$ cat config.mk
export PLATFORM = sky130hd
export DESIGN_NAME = htli_div
export DESIGN_NICKNAME = d
export VERILOG_FILES = /design/src/hdl/htli_pkg.sv /design/src/hdl/htli_div.sv
export SDC_FILE = /design/constraint.sdc
export NUM_CORES = 1
export LEC_CHECK = 0
export BUFFER_PORTS_ARGS = -buffer_cell sky130_fd_sc_hd__buf_4
export CELL_PAD_IN_SITES_DETAIL_PLACEMENT = 1
export CELL_PAD_IN_SITES_GLOBAL_PLACEMENT = 2
export CORE_AREA = 2 2 168 170
export DETAILED_ROUTE_END_ITERATION = 8
export DIE_AREA = 0 0 170 172
export PLACE_DENSITY_LB_ADDON = 0.2
export SLEW_MARGIN = 10
export SYNTH_ARGS = -nofsm -noshare
export SYNTH_HDL_FRONTEND = slang
export SYNTH_SLANG_ARGS = --single-unit
$ cat constraint.sdc
create_clock -name clock -period 3.85 [get_ports clock]
set_input_delay 0.5775 -clock clock [delete_from_list [all_inputs] [get_ports clock]]
set_output_delay 0.5775 -clock clock [all_outputs]
set_load 0.05 [all_outputs]
$ cat src/hdl/htli_pkg.sv
// shared constants and types for the table interpolator
// no dependencies
package htli_pkg;
   localparam int MaxPoints = 256;
   localparam int MaxCurves = 4;
   localparam int FracBits  = 16;
   localparam int IdxW      = $clog2(MaxPoints);
   localparam int CurW      = $clog2(MaxCurves);
   localparam int CntW      = IdxW + 1;
   localparam int NcW       = $clog2(MaxCurves + 1);

   localparam logic [1:0] FUNC_WRX   = 2'd0;
   localparam logic [1:0] FUNC_WRY   = 2'd1;
   localparam logic [1:0] FUNC_QUERY = 2'd2;

   localparam logic CSR_POINTS = 1'b0;
   localparam logic CSR_CURVES = 1'b1;

   typedef enum logic [4:0] {
      ST_IDLE, ST_HRD, ST_HWAIT, ST_HDEC, ST_ADJ, ST_DRD, ST_DWAIT, ST_DDEC,
      ST_XRD, ST_XWAIT, ST_DIVGO, ST_DIVWAIT, ST_YRD0, ST_YRD1, ST_YWAIT,
      ST_MUL, ST_SUM, ST_OUT
   } state_type;
endpackage

$ cat src/hdl/htli_div.sv
// serial restoring divider, one quotient bit per cycle
// depends on htli_pkg
module htli_div (
   input  logic                 clock,
   input  logic                 reset,
   input  logic                 start,
   input  logic signed [32:0]   num,
   input  logic signed [32:0]   den,
   output logic                 done,
   output logic signed [31:0]   quot
);
   import htli_pkg::*;
   localparam int NW = 33 + FracBits;
   logic [NW-1:0] q_ff, q_in;
   logic [33:0]   r_ff, r_in, dv_ff, dv_in;
   logic [5:0]    cnt_ff, cnt_in;
   logic          neg_ff, neg_in, run_ff, run_in, done_ff, done_in;
   logic [34:0]   trial;
   logic [NW:0]   sq;
   logic [NW-1:0] an;
   logic [32:0]   ad;

   always_comb begin
      an = num[32] ? NW'(-{{FracBits{num[32]}}, num}) : NW'({num, {FracBits{1'b0}}});
      if (num[32]) an = -NW'({num, {FracBits{1'b0}}});
      ad = den[32] ? 33'(-den) : 33'(den);
      q_in = q_ff; r_in = r_ff; dv_in = dv_ff; cnt_in = cnt_ff; neg_in = neg_ff;
      run_in = run_ff; done_in = 1'b0;
      trial = {r_ff, q_ff[NW-1]} - {1'b0, dv_ff};
      if (start) begin
         q_in = an; r_in = '0; dv_in = {1'b0, ad}; cnt_in = 6'(NW);
         neg_in = num[32] ^ den[32]; run_in = 1'b1;
      end else if (run_ff) begin
         if (!trial[34]) begin
            r_in = trial[33:0]; q_in = {q_ff[NW-2:0], 1'b1};
         end else begin
            r_in = {r_ff[32:0], q_ff[NW-1]}; q_in = {q_ff[NW-2:0], 1'b0};
         end
         cnt_in = cnt_ff - 6'd1;
         if (cnt_ff == 6'd1) begin
            run_in = 1'b0; done_in = 1'b1;
         end
      end
      sq = neg_ff ? -{1'b0, q_ff} : {1'b0, q_ff};
      if (!neg_ff && q_ff > NW'(32'h7fffffff)) quot = 32'sh7fffffff;
      else if (neg_ff && q_ff > NW'(33'h80000000)) quot = 32'sh80000000;
      else quot = sq[31:0];
   end
   assign done = done_ff;

   always_ff @(posedge clock) begin
      q_ff <= q_in; r_ff <= r_in; dv_ff <= dv_in; cnt_ff <= cnt_in; neg_ff <= neg_in;
      if (reset) begin
         run_ff <= 1'b0; done_ff <= 1'b0;
      end else begin
         run_ff <= run_in; done_ff <= done_in;
      end
   end
endmodule

==> results.md <==
* Share of total power in sequential cells at 0.351
* Post-synth EDFFs at 83
* Grt total ovfl at 0
* Final WS setup at -210 ps
* Worst Max-Slew Pin Slew at 708 ps
* Type of the worst min-delay path: input port to flip-flop
* Setup crit end kind: output pin
* Final hold vios at 0
* Avg Cell Area, Syn at 8.74 µm²
* Hpwl dp at 19.1 mm
* Cell count of the worst reg-to-reg path at 13
* Clk network pwr share at 0.330
* Worst R2R Start: q_ff[48]$_DFFE_PP_
* Cts bufs inserted at 17
* Critical Path RT at 3270 ps
* Die width at 170 µm
* Finished Cell Area at 0.0117 mm²
* Clk_lat worst skew at 420 ps
* Largest net degree at the start of global routing at 90
* Die ar. at 0.0292 mm²
* Top cell family by delay on the critical path: simple AND/OR/NAND/NOR gates
* Hold Path Sink: run_ff$_SDFF_PP0_
* Logic pwr share at 0.319
* Total number of yosys warnings at 0
* Sw frac at 0.344
* Hold buffers post-CTS at 0
* Clock skew at 10.9 ps
* Yosys cell types at 62
* Failing checks: setup timing
* Num rows at 61
* CP max FO at 7
* Reg-to-reg setup timing slack at 400 ps
* FFs w/ async S/R, synth at 0
* Root Driver: clkbuf_16
* Worst path buffer plus inverter count at 4
* Max H-tree Level at 4
* F_max at 246 MHz
* Die H at 172 µm
* Main flop type after synthesis: edfxtp_1
* Iteration count of the initial detailed-routing pass at 4
* Crit-path max cell delay at 570 ps
* PortBufs at 101
* Nets@finish at 1255
* CORE AREA at 0.0275 mm²
* Routed WL at 25.5 mm
* Iter 0 DRT Violations at 345
* Register area share after synthesis at 0.376
* VDD IR max at 0.277 mV
* Share of layout cells above drive strength 1 at 0.225
* Slew headroom at 0.524
* Crit path max-delay cell type: or4_4
* #FFs+latches synth at 125
* RSZ-0062 raised after global routing: yes
* Starting density of the core at 0.323
* Io pins at 102
* Max-slew violation count at 0
* Fillers at 3170
* Reg2reg end: r_ff[33]$_SDFFE_PP0P_
* Most common cell after layout, fill and taps aside: buf_4
* Via-to-Cell Ratio at 5.22
* Synth-to-layout area growth at 31.4%
* PwrDens at 413 mW/mm²
* Minimum hold slack at 335 ps
* CTS sink cnt at 125
* Initial antenna violation count at 0
* Post-Syn Nets at 1124
* Placed cell areas at 0.0106 mm²
* Cells after synthesis at 1015
* Final setup vio count at 31
* Sw power at 1.66 mW
* Static leakage at 4.64 nW
* # DRC at 0
* DRT antenna net count at 0
* Gr usage total at 0.179
* CTS tree: done
* Bufs on Longest Clock Path at 2
* Setup crit start kind: flip-flop
* Max Cap Violations at 0
* Status: finished, violations left
* Vias in the first global route at 8063
* Hold Path Depth at 2
* Placer Congestion at 0.827
* Vias at 7856
* Hold Crit Start: reset
* Cells along the critical path: or4_4, nor4_4, nand2b_1, or3_4, or4_4, nor4_4, buf_4, a21oi_4, buf_12, buf_12, o21ai_2, buf_6
* First-pass GRT wire length at 41.8 mm
* Crit share post-route at 1.05
* Clock period minus worst slack at 4060 ps
* Worst Path Class, Setup: flip-flop to output pin
* Most frequent cells in the layout: buf_4, nand2_1, edfxtp_1, nor2_1
* WL/cell at 17.0 µm
* Pint at 3.16 mW
* CP Data Arrival Time at 3480 ps
* Worst-path clk slew at 60 ps
* N_diodes at 0
* Syn Std Cell Area at 0.00888 mm²
==> worst max-delay path by stage <==
stage / cells after the start / from / end
detailed placement: 10 / den[4] / dv_ff[29]$_DFFE_PP_
global placement: 10 / den[4] / dv_ff[29]$_DFFE_PP_
global route: 12 / q_ff[11]$_SDFFCE_PP0P_ / quot[1]
finish: 12 / q_ff[11]$_SDFFCE_PP0P_ / quot[1]
CTS: 12 / q_ff[9]$_SDFFCE_PP0P_ / quot[1]
floorplan: 9 / q_ff[3]$_SDFFCE_PP0P_ / quot[10]
==> synthesized netlist by cell type, types with 9 or more instances <==
master	count	share of area
nand3_1	16	0.0090
nor2_1	79	0.033
dfxtp_1	42	0.095
nand4_1	16	0.011
or4_1	18	0.015
nand2b_1	14	0.0099
a21o_1	24	0.020
nor2b_1	18	0.013
ha_1	39	0.055
edfxtp_1	83	0.28
and3_1	9	0.0063
a21oi_1	72	0.041
o21ai_0	100	0.056
inv_1	50	0.021
xnor2_1	50	0.049
a311oi_1	16	0.016
nand2_1	91	0.038
clkbuf_1	45	0.019
nor4_1	11	0.0078
xor2_1	71	0.070
o31ai_1	26	0.022
nor3_1	19	0.011
==> power by group through the flow <==
stage / logic [mW] / registers [mW] / clock network, mW
floorplan: 1.01 / 1.68 / 0
global placement: 1.43 / 1.70 / 0
detailed placement: 1.44 / 1.71 / 0
CTS: 1.54 / 1.69 / 1.64
global route: 1.68 / 1.71 / 1.68
finish: 1.54 / 1.69 / 1.59
==> registers in the layout, indices dropped and copies added, names as in the netlist <==
register and flops:
r_ff 34, run_ff 1, q_ff 49, done 1, dv_ff 33, cnt_ff 6
neg_ff 1
==> cell type report <==
cell class / count / area [µm²] / share of cell area
multi-input cells: 791 / 5670 / 0.486
well taps: 346 / 433 / 0.0371
clock buffers: 18 / 429 / 0.0368
inverters: 50 / 188 / 0.0161
clock inverters: 13 / 143 / 0.0122
flip-flops and latches: 125 / 3330 / 0.286
repair buffers: 161 / 1470 / 0.126
==> layer usage <==
layer / track usage / vias up / wire [µm]
met5: 0 / - / 0
met4: 0.0476 / 0 / 297
met3: 0.0201 / 15 / 637
met2: 0.313 / 120 / 12100
met1: 0.236 / 3745 / 12400
li1: - / 3976 / -
==> kinds of logic (layout without fill, tap and decap cells) <==
group	after synthesis	after routing	share of synthesized area
AOI/OAI and AO/OA	290	290	0.205
xor gates and xnor gates	121	121	0.119
adders and majority gates	40	40	0.0572
buffers and inverters	99	242	0.0419
DFF	125	125	0.376
muxes	10	10	0.0116
and+or+nand+nor	330	330	0.190
==> per-stage QoR <==
step	std cells	utilization	setup WS [ps]	setup TNS [ps]	total power, mW
finish	1504	0.424	-210	-5530	4.82
global route	1504	0.424	-334	-9550	5.07
CTS	1501	0.422	-276	-7380	4.86
detailed placement	1459	0.387	-122	-1260	3.15
global placement	1459	0.387	-82.5	-250	3.14
floorplan	1015	-	-3.85	-77.0	2.69
==> what timing repair did <==
| item | 4_1_cts | 5_1_grt |
|---|---|---|
| endpoints found under the setup margin | 32 | 32 |
| pin swaps | 20 | 4 |
| buffers inserted | 11 | 3 |
| gates resized for setup | 56 | 6 |
| gates cloned | 2 | 0 |
Note: power is estimated with default switching activity, not from simulation.
